[src/sv/zssd_pkg.sv]
// Shared types, codes and sizes for the zero-suppressed sequence decoder.
// No dependencies; every other file of the block uses it by scoped names.
`default_nettype none
package zssd_pkg;

   // Number of configured hybrid slots (1..7) and the width of one id.
   localparam int HybridSlots = 6;
   localparam int IdWidth     = 7;
   localparam int IdsWidth    = IdWidth * HybridSlots;
   localparam int SlotWidth   = 3;

   localparam int FuncWidth     = 2;
   localparam int SeqWidth      = 16;
   localparam int SampleWidth   = 8;
   localparam int KindWidth     = 2;
   localparam int AnodeWidth    = 8;
   localparam int TimebinWidth  = 10;
   localparam int StartTbWidth  = 9;
   localparam int RunLenWidth   = 5;

   // Sequence word layout.
   localparam int SeqFlagBit   = 15;
   localparam int HybridMsb    = 14;
   localparam int HybridLsb    = 8;
   localparam int StartTbMsb   = 14;
   localparam int StartTbLsb   = 6;
   localparam int LastRunBit   = 5;

   typedef enum logic [FuncWidth-1:0] {
      FUNC_SEQ    = 2'd0,
      FUNC_SAMPLE = 2'd1,
      FUNC_BANK   = 2'd2,
      FUNC_NONE   = 2'd3
   } func_type;

   typedef enum logic [KindWidth-1:0] {
      KIND_SAMPLE  = 2'd0,
      KIND_END     = 2'd1,
      KIND_UNKNOWN = 2'd2,
      KIND_STRAY   = 2'd3
   } kind_type;

   typedef struct packed {
      func_type                func;
      logic [SeqWidth-1:0]     seq_word;
      logic [SampleWidth-1:0]  sample;
   } item_type;

   typedef struct packed {
      kind_type                kind;
      logic [SlotWidth-1:0]    slot;
      logic [AnodeWidth-1:0]   anode;
      logic [TimebinWidth-1:0] timebin;
      logic [SampleWidth-1:0]  sample;
   } result_type;

   typedef struct packed {
      logic                 found;
      logic [SlotWidth-1:0] slot;
   } match_type;

endpackage
`default_nettype wire

[src/sv/zero_suppressed_sequence_decoder_unit.sv]
// Top level of the zero-suppressed sequence decoder.
// Depends on zssd_pkg and zssd_decode (which holds zssd_slot_match).
//
// The block takes one word per cycle on the req_ channel: a sequence word, an
// ADC sample byte or a bank-start marker, and gives at most one word on the
// rsp_ channel for each. A word passes an input register, then the decode
// logic updates the decode state and loads the result register, so a result
// is offered once its word has passed both registers, and a new word is taken
// every cycle as long as the result register drains. Words that give no
// result still take their slot in the pipe but never stall it. Samples inside
// a run come out tagged with hybrid slot, anode and timebin; a hybrid id of
// zero with no configured match ends the bank, any other unknown id is an
// error, and both halt decoding until the next bank-start. The hybrid id
// register, reset to all zeros, is written over the always-ready csr_
// channel; the user must write it only while the block is idle (not enforced).
`default_nettype none
module zero_suppressed_sequence_decoder_unit (
   input  wire logic                               clock,
   input  wire logic                               reset,

   input  wire logic                               req_valid,
   output logic                                    req_ready,
   input  wire logic [zssd_pkg::FuncWidth-1:0]     req_func,
   input  wire logic [zssd_pkg::SeqWidth-1:0]      req_seq_word,
   input  wire logic [zssd_pkg::SampleWidth-1:0]   req_sample_in,

   output logic                                    rsp_valid,
   input  wire logic                               rsp_ready,
   output logic [zssd_pkg::KindWidth-1:0]          rsp_kind,
   output logic [zssd_pkg::SlotWidth-1:0]          rsp_hybrid_slot,
   output logic [zssd_pkg::AnodeWidth-1:0]         rsp_anode,
   output logic [zssd_pkg::TimebinWidth-1:0]       rsp_timebin,
   output logic [zssd_pkg::SampleWidth-1:0]        rsp_sample_out,

   input  wire logic                               csr_valid,
   output logic                                    csr_ready,
   input  wire logic [zssd_pkg::IdsWidth-1:0]      csr_hybrid_ids
);

   // Hybrid id register.
   logic [zssd_pkg::IdsWidth-1:0] hybrid_ids_ff;

   // Input register stage.
   logic               in_valid_ff;
   zssd_pkg::item_type in_item_ff;
   zssd_pkg::item_type req_item;

   // Result register stage.
   logic                 out_valid_ff, out_valid_in;
   zssd_pkg::result_type out_result_ff;

   logic                 out_free;
   logic                 advance;
   logic                 has_result;
   zssd_pkg::result_type result;

   assign csr_ready = 1'b1;

   always_ff @(posedge clock) begin
      if (reset) begin
         hybrid_ids_ff <= '0;
      end else if (csr_valid) begin
         hybrid_ids_ff <= csr_hybrid_ids;
      end
   end

   // Result register frees when empty or being taken this cycle.
   assign out_free  = !out_valid_ff || rsp_ready;
   // Move the held word through decode whenever the result side has room.
   assign advance   = in_valid_ff && out_free;
   assign req_ready = !in_valid_ff || out_free;

   assign req_item.func     = zssd_pkg::func_type'(req_func);
   assign req_item.seq_word = req_seq_word;
   assign req_item.sample   = req_sample_in;

   always_ff @(posedge clock) begin
      if (reset) begin
         in_valid_ff <= 1'b0;
      end else if (req_ready) begin
         in_valid_ff <= req_valid;
      end
   end

   // Payload holds while the stage waits; no reset needed.
   always_ff @(posedge clock) begin
      if (req_valid && req_ready) begin
         in_item_ff <= req_item;
      end
   end

   zssd_decode u_decode (
      .clock      (clock),
      .reset      (reset),
      .step       (advance),
      .item       (in_item_ff),
      .hybrid_ids (hybrid_ids_ff),
      .has_result (has_result),
      .result     (result)
   );

   // Load a new result when there is room; drop the valid once taken.
   always_comb begin
      out_valid_in = out_valid_ff;
      if (out_free) begin
         out_valid_in = advance && has_result;
      end
   end

   always_ff @(posedge clock) begin
      if (reset) begin
         out_valid_ff <= 1'b0;
      end else begin
         out_valid_ff <= out_valid_in;
      end
   end

   always_ff @(posedge clock) begin
      if (advance && has_result) begin
         out_result_ff <= result;
      end
   end

   assign rsp_valid       = out_valid_ff;
   assign rsp_kind        = out_result_ff.kind;
   assign rsp_hybrid_slot = out_result_ff.slot;
   assign rsp_anode       = out_result_ff.anode;
   assign rsp_timebin     = out_result_ff.timebin;
   assign rsp_sample_out  = out_result_ff.sample;

endmodule
`default_nettype wire

[src/sv/zssd_slot_match.sv]
// Hybrid id lookup: compares one id against the configured slot ids.
// Depends on zssd_pkg.
`default_nettype none
module zssd_slot_match (
   input  wire logic [zssd_pkg::IdsWidth-1:0] hybrid_ids,
   input  wire logic [zssd_pkg::IdWidth-1:0]  hybrid_id,
   output zssd_pkg::match_type                match
);

   logic [zssd_pkg::HybridSlots-1:0] hit;

   always_comb begin
      for (int k = 0; k < zssd_pkg::HybridSlots; k++) begin
         hit[k] = (hybrid_ids[k*zssd_pkg::IdWidth +: zssd_pkg::IdWidth] == hybrid_id);
      end
   end

   // Lowest matching slot wins; slot numbers are one-based.
   always_comb begin
      match.found = 1'b0;
      match.slot  = '0;
      for (int k = zssd_pkg::HybridSlots - 1; k >= 0; k--) begin
         if (hit[k]) begin
            match.found = 1'b1;
            match.slot  = zssd_pkg::SlotWidth'(k + 1);
         end
      end
   end

endmodule
`default_nettype wire

[src/sv/zssd_decode.sv]
// Decode state and per-word decode logic of the sequence decoder.
// Depends on zssd_pkg and zssd_slot_match.
`default_nettype none
module zssd_decode (
   input  wire logic                          clock,
   input  wire logic                          reset,
   input  wire logic                          step,
   input  wire zssd_pkg::item_type            item,
   input  wire logic [zssd_pkg::IdsWidth-1:0] hybrid_ids,
   output logic                               has_result,
   output zssd_pkg::result_type               result
);

   logic [zssd_pkg::SlotWidth-1:0]    cur_slot_ff, cur_slot_in;
   logic [zssd_pkg::AnodeWidth-1:0]   next_anode_ff, next_anode_in;
   logic [zssd_pkg::AnodeWidth-1:0]   seq_anode_ff, seq_anode_in;
   logic [zssd_pkg::TimebinWidth-1:0] next_timebin_ff, next_timebin_in;
   logic [zssd_pkg::RunLenWidth-1:0]  samples_left_ff, samples_left_in;
   logic                              halted_ff, halted_in;

   logic [zssd_pkg::IdWidth-1:0] hybrid_id;
   zssd_pkg::match_type          match;

   assign hybrid_id = item.seq_word[zssd_pkg::HybridMsb:zssd_pkg::HybridLsb];

   zssd_slot_match u_match (
      .hybrid_ids (hybrid_ids),
      .hybrid_id  (hybrid_id),
      .match      (match)
   );

   always_comb begin
      cur_slot_in     = cur_slot_ff;
      next_anode_in   = next_anode_ff;
      seq_anode_in    = seq_anode_ff;
      next_timebin_in = next_timebin_ff;
      samples_left_in = samples_left_ff;
      halted_in       = halted_ff;
      has_result      = 1'b0;
      result          = '0;
      if (step) begin
         case (item.func)
            zssd_pkg::FUNC_BANK: begin
               cur_slot_in     = '0;
               next_anode_in   = '0;
               seq_anode_in    = '0;
               next_timebin_in = '0;
               samples_left_in = '0;
               halted_in       = 1'b0;
            end
            zssd_pkg::FUNC_SEQ: begin
               if (!halted_ff) begin
                  samples_left_in = '0;
                  if (item.seq_word[zssd_pkg::SeqFlagBit]) begin
                     if (!match.found) begin
                        halted_in   = 1'b1;
                        has_result  = 1'b1;
                        result.kind = (hybrid_id == '0) ? zssd_pkg::KIND_END
                                                        : zssd_pkg::KIND_UNKNOWN;
                     end else begin
                        cur_slot_in   = match.slot;
                        next_anode_in = item.seq_word[zssd_pkg::AnodeWidth-1:0];
                     end
                  end else begin
                     seq_anode_in    = next_anode_ff;
                     next_timebin_in = zssd_pkg::TimebinWidth'(
                        item.seq_word[zssd_pkg::StartTbMsb:zssd_pkg::StartTbLsb]);
                     samples_left_in = item.seq_word[zssd_pkg::RunLenWidth-1:0];
                     if (item.seq_word[zssd_pkg::LastRunBit]) begin
                        next_anode_in = next_anode_ff + 1'b1;
                     end
                  end
               end
            end
            zssd_pkg::FUNC_SAMPLE: begin
               if (!halted_ff) begin
                  has_result    = 1'b1;
                  result.sample = item.sample;
                  if (samples_left_ff == '0) begin
                     result.kind = zssd_pkg::KIND_STRAY;
                  end else begin
                     result.kind     = zssd_pkg::KIND_SAMPLE;
                     result.slot     = cur_slot_ff;
                     result.anode    = seq_anode_ff;
                     result.timebin  = next_timebin_ff;
                     next_timebin_in = next_timebin_ff + 1'b1;
                     samples_left_in = samples_left_ff - 1'b1;
                  end
               end
            end
            default: begin
            end
         endcase
      end
   end

   always_ff @(posedge clock) begin
      if (reset) begin
         cur_slot_ff     <= '0;
         next_anode_ff   <= '0;
         seq_anode_ff    <= '0;
         next_timebin_ff <= '0;
         samples_left_ff <= '0;
         halted_ff       <= 1'b0;
      end else begin
         cur_slot_ff     <= cur_slot_in;
         next_anode_ff   <= next_anode_in;
         seq_anode_ff    <= seq_anode_in;
         next_timebin_ff <= next_timebin_in;
         samples_left_ff <= samples_left_in;
         halted_ff       <= halted_in;
      end
   end

endmodule
`default_nettype wire
[config.mk]
export PLATFORM = sky130hd
export DESIGN_NAME = zero_suppressed_sequence_decoder_unit
export DESIGN_NICKNAME = d
export VERILOG_FILES = /design/src/sv/zssd_pkg.sv /design/src/sv/zero_suppressed_sequence_decoder_unit.sv /design/src/sv/zssd_slot_match.sv /design/src/sv/zssd_decode.sv
export SDC_FILE = /design/constraint.sdc
export NUM_CORES = 1
export LEC_CHECK = 0
export CAP_MARGIN = 15
export CORE_MARGIN = 1.5
export CORE_UTILIZATION = 55
export CTS_CLUSTER_SIZE = 14
export DETAILED_ROUTE_END_ITERATION = 6
export DONT_BUFFER_PORTS = 1
export GPL_TIMING_DRIVEN = 0
export PLACE_DENSITY = 0.69
export SLEW_MARGIN = 15
export SYNTH_ARGS = -nofsm -noshare
export SYNTH_HDL_FRONTEND = slang
export SYNTH_SLANG_ARGS = --single-unit
export TNS_END_PERCENT = 100
[constraint.sdc]
create_clock -name clock -period 3 [get_ports clock]
set_input_delay 0.6 -clock clock [delete_from_list [all_inputs] [get_ports clock]]
set_output_delay 0.6 -clock clock [all_outputs]
set_load 0.05 [all_outputs]
; Word level (Yosys, flattened, before mapping)
; Cells that the tools add are included.
[word_totals]
word_cells = 102
output_inout_bits = 34
inputBits = 73
ff_bits = 136
[classes]
mux = 44
bitwise = 2
n_addsub = 3
reduce_logical = 20
eq_ne = 16
[op_table]
columns = operator, n
row1 = $mux 8, 6
row2 = $eq 7x7->1, 6
row3 = $mux 10, 4
row4 = $pmux 8 s2, 2
row5 = $mux 31, 1
row6 = $pmux 10 s3, 1
row7 = $mux 4, 6
row8 = $mux 21, 1
row9 = $mux 5, 4
row10 = $pmux 5 s3, 1
row11 = $reduce_and 5->1, 3
row12 = $add 10x1->10 const B, 1
row13 = $mux 2, 5
row14 = $ne 2x2->1 const B, 5
row15 = $mux 3, 3
row16 = $add 8x1->8 const B, 1
row17 = $logic_not 7->1, 1
row18 = $mux 1, 6
row19 = $pmux 3 s2, 1
row20 = $reduce_and 6->1, 1
row21 = $logic_not 5->1, 1
row22 = $sub 5x1->5 const B, 1
row23 = $pmux 1 s2, 2
row24 = $pmux 2 s2, 1
row25 = 16 further kinds, 21

; Depth between registers and ports, before layout
[depth]
word_depth = 13
depth_mapped = 8
depth_no_buf = 7

; By module
; From an unflattened synthesis, not the netlist that was laid out.
[hier_totals]
hier_cells = 579
hier_area_um2 = 6358.6
[by_module_without_submodules]
columns = mod, instances, area_per_inst_um2, seq_area_each_um2, cells_per_inst
row1 = zero_suppressed_sequence_decoder_unit, 1, 3344.5, 2592.5, 206
row2 = zssd_decode, 1, 2413.6, 700.7, 303
row3 = zssd_slot_match, 1, 600.6, 0.0, 70

; Least setup slack after synthesis
; Ideal clock, no wire load.
[synth_path]
path_type = register to register
startpoint = register in_item_ff[17] in the netlist's numbering
endpoint = register out_result_ff, in the netlist rsp_anode[0] (enable)
t_required_ns = 2.571
n_path_buf = 2
path_stages_with_launch = 9
synth_period_minus_slack_ns = 3.268
setup_ns = 0.429
arrival_ns = 2.838
setup_slack_ns = -0.268
path_cell_list = edfxtp_1 > buf_2 > xor2_1 > nor4_2 > nand4_2 > and4_4 > buf_6 > nand2_1 > a21oi_1
[synth_via]
elab_chain_cells = 13
elab_cells_between_ends = 18
cone_classes = eq/ne: 6 / mux: 11 / reduce/logical: 1
[synth_lines]
columns = item, line
row1 = start: declaration, zero_suppressed_sequence_decoder_unit.sv:45  ; zssd_pkg::item_type in_item_ff;
row2 = start signal: assignment, zero_suppressed_sequence_decoder_unit.sv:88  ; in_item_ff <= req_item;
row3 = $eq 7x7->1, zssd_slot_match.sv:14  ; hit[k] = (hybrid_ids[k*zssd_pkg::IdWidth +: zssd_pkg::IdWidth] == hybrid_id);
row4 = $mux 4 (5 in a row), zssd_slot_match.sv:23  ; if (hit[k]) begin
row5 = $mux 4 (*), zssd_slot_match.sv:23
row6 = $mux 1 (*), zssd_decode.sv:55  ; if (!match.found) begin
row7 = $mux 1 (*), zssd_decode.sv:54  ; if (item.seq_word[zssd_pkg::SeqFlagBit]) begin
row8 = $mux 1 (*), zssd_decode.sv:52  ; if (!halted_ff) begin
row9 = $pmux 1 s2 (*), zssd_decode.sv:42  ; case (item.func)
row10 = $mux 1 (*), zssd_decode.sv:41  ; if (step) begin
row11 = $logic_and 1x1->1 (*), zero_suppressed_sequence_decoder_unit.sv:119  ; if (advance && has_result) begin
row12 = end signal: assignment, zero_suppressed_sequence_decoder_unit.sv:120  ; out_result_ff <= result;
row13 = end: declaration, zero_suppressed_sequence_decoder_unit.sv:50  ; zssd_pkg::result_type out_result_ff;
; Every way passes the cells marked *; elsewhere a longest branch is shown, timed or not.
; A chain may end at the register's enable or synchronous reset.

; Final worst setup path
[layout_path]
startpoint = register out_valid_ff, in the netlist rsp_valid
endpoint = register out_result_ff, in the netlist rsp_sample_out[1], data pin
[layout_via]
elab_chain_cells = 5
[layout_lines]
columns = item, line
row1 = start: declaration, zero_suppressed_sequence_decoder_unit.sv:49  ; logic out_valid_ff, out_valid_in;
row2 = start signal: assignment, zero_suppressed_sequence_decoder_unit.sv:114  ; out_valid_ff <= out_valid_in;
row3 = $logic_not 1->1, zero_suppressed_sequence_decoder_unit.sv:68  ; assign out_free = !out_valid_ff || rsp_ready;
row4 = $logic_or 1x1->1, zero_suppressed_sequence_decoder_unit.sv:68
row5 = $logic_and 1x1->1, zero_suppressed_sequence_decoder_unit.sv:70  ; assign advance = in_valid_ff && out_free;
row6 = $not 1->1 (no source line), -
row7 = $reduce_or 3->1 (no source line), -
; No other way between the ends.

==> results.toml <==
[power]
p_sw_frac = 0.231
power.density_mw_per_mm2 = 669
switching_power_mw = 1.07
power_leakage_nw = 2.59
power_mw = 4.63
clock_power_share = 0.484
p_int_mw = 3.56
peakVddDrop_mv = 0.496
seq_power_share = 0.444
p_comb_frac = 0.072

[clock_tree]
htree_levels = 4
clk_latency_ns = 0.52
path_clk_slew_ns = 0.06
clock_sinks = 136
cts_tree = "built"
cts_setup_buffers = 0
cts_inserted_buffers = 17
postCtsHoldBufs = 0
cts_max_path_buffers = 2
cts-root-buf = "clkbuf_8"
postCtsResizedCells = 0

[timing]
skew_ns = 0.00694
final-max-slew-violation-count = 0
clock.fmax_mhz = 395
slew_headroom = 0.299
finalHoldWorstSlack_ns = 0.171
rsz0062_at_grt = "false"
final-setup-viol-count = 0
finalCritPeriodShare = 0.844
finalSetupTns_ns = 0
hold_viol = 0
worstMarginPinSlew_ns = 1.05
fin_crit_ns = 2.53

[worst_setup_path]
cpMaxStageDelayCell = "dfxtp_1"
cp_max_fo = 10
crit_type = "reg2reg"
arrival_ns = 2.80
cp-start-kind = "register"
cp_top_family = "simple AND/OR/NAND/NOR gates"
cpPeakStageDelay_ns = 0.68
cp.required_ns = 3.27
crit_buf_inv = 1
crit_chain = "nand2b_1 -> nand3_1 -> clkbuf_1 -> nor2_1 -> and2_1"
end_kind = "register"

[yosys]
ys_async_sr_fraction = 0
ys_warn_count = 0
synth_seq_cells = 136
syn_avg_cell_area_um2 = 10.7
syn_area_mm2 = 0.00607
synthCells = 569
synth_cell_types = 59
seq_area_frac_synth = 0.543
synth_fp_nets = 646
synth_edf_count = 57
synth_top_flop_cell = "dfxtp_1"

[drt]
vias_per_cell = 5.80
drc = 0
wire_per_inst_um = 18.6
num_vias = 4304
drt_iter0_markers = 275
routed_wl_um = 13800
detail-route-antenna-nets = 0
firstDrtPassIters = 6

[final_layout]
fin_nets = 666
multi_input_area_mm2 = 0.00257
mostFrequentLayoutCells = "79 x dfxtp_1, 78 x nor2_1, 57 x edfxtp_1"
area_growth_pct = 14.1
regArea_mm2 = 0.00329
fin_cells = 742
final_common_cell = "dfxtp_1"
diodes = 0
design_area_mm2 = 0.00692
fill_cells = 856
drive_gt1_frac = 0.0947

[floorplanning]
dieWidth_um = 108
core_mm2 = 0.0108
pin_count = 107
die_area_mm2 = 0.0117
initial_core_util = 0.562
row_count = 38
die_h_um = 108

[min_path]
min_path_type = "in2reg"

[grt]
grt_max_degree = 27
grtUsageTotal = 0.251
grt_pass1_vias = 4239
gr-total-overflow = 0
grt_pass1_wl_um = 21900
antenna_found_initial = 0

[placed_design]
place_area_mm2 = 0.00628
placed_cells = 710
place_congestion = 0.906
port_buffers = 0
dp_hpwl_um = 9670

[outcome]
status = "finished, final reports clean"

[job]
cap_violations = 0
## final timing paths
path | to | slack, ns | cells after the start | startpoint
worst max-delay path | rsp_sample_out[1] | 0.47 | 5 | rsp_valid
worst min-delay path | in_item_ff[22] | 0.17 | 0 | req_seq_word[14]
worst max register to register | rsp_sample_out[1] | 0.47 | 5 | rsp_valid
worst min register to register | u_decode.seq_anode_ff[7] | 0.50 | 2 | u_decode.seq_anode_ff[7]
## cell usage after synthesis (4+ instances only)
| master | instances | area share |
|---|---|---|
| a211oi_1 | 6 | 0.0074 |
| buf_1 | 8 | 0.0049 |
| xor2_1 | 28 | 0.040 |
| clkbuf_1 | 14 | 0.0087 |
| xnor2_1 | 19 | 0.027 |
| dfxtp_1 | 79 | 0.26 |
| and2_1 | 27 | 0.028 |
| buf_6 | 4 | 0.0074 |
| inv_1 | 13 | 0.0080 |
| a221oi_1 | 4 | 0.0058 |
| buf_2 | 5 | 0.0041 |
| nor3_1 | 8 | 0.0066 |
| nor2_1 | 78 | 0.048 |
| edfxtp_1 | 57 | 0.28 |
| or3_1 | 4 | 0.0041 |
| nand3_1 | 12 | 0.0099 |
| ha_1 | 4 | 0.0082 |
| nand4_1 | 8 | 0.0082 |
| nand2_1 | 34 | 0.021 |
| nor4_1 | 12 | 0.012 |
| o21ai_0 | 14 | 0.012 |
| a21oi_1 | 19 | 0.016 |
| a22oi_1 | 12 | 0.015 |
| mux2i_1 | 48 | 0.079 |
## kinds of logic after synthesis
kind of cell,after synthesis,share of synthesized area
buffers and inverters,47,0.0363
xor gates and xnor gates,48,0.0705
adders and majority gates,4,0.00825
DFF,136,0.543
other,1,0.000618
AOI/OAI and AO/OA,81,0.0928
muxes,50,0.0829
and+or+nand+nor,202,0.166
## metal layers
| metal | vias up | track usage | wire length, um |
|---|---|---|---|
| li1 | 2063 | - | - |
| met1 | 2034 | 0.333 | 6180 |
| met2 | 185 | 0.385 | 6440 |
| met3 | 22 | 0.0711 | 953 |
| met4 | 0 | 0.104 | 243 |
| met5 | - | 0 | 0 |
## area by class of cell
type / instances / area share
plain buffers: 33 / 0.0242
clock buffers: 18 / 0.0604
clock inverters: 14 / 0.0323
inverters: 14 / 0.00759
multi-input cells: 386 / 0.371
flip-flops and latches: 136 / 0.476
well taps: 140 / 0.0253
repair buffers: 1 / 0.00398
## per-stage QoR
stage | util | worst slack (ns)
final | 0.642 | 0.469
after global routing | 0.642 | 0.289
after CTS | 0.642 | 0.469
after detailed placement | 0.582 | 0.496
after global placement | 0.579 | -0.243
after floorplan | - | 0.414
## power by group through the flow
| stage | Combinational, mW | Sequential (mW) | Clock [mW] |
|---|---|---|---|
| after floorplan | 0.257 | 2.08 | 0 |
| after detailed placement | 0.330 | 2.09 | 0 |
| final | 0.334 | 2.06 | 2.24 |
| after global routing | 0.368 | 2.06 | 2.35 |
| after global placement | 0.318 | 2.09 | 0 |
| after CTS | 0.333 | 2.06 | 2.27 |
## sequential cells by signal (all words and copies together) (netlist names)
name / count
hybrid_ids_ff: 42
in_item_ff: 26
in_valid_ff: 1
rsp_anode: 8
rsp_hybrid_slot: 3
rsp_kind: 2
rsp_sample_out: 8
rsp_timebin: 10
rsp_valid: 1
u_decode.cur_slot_ff: 3
u_decode.halted_ff: 1
u_decode.next_anode_ff: 8
u_decode.next_timebin_ff: 10
u_decode.samples_left_ff: 5
u_decode.seq_anode_ff: 8
(Power assumes the default switching activity.)
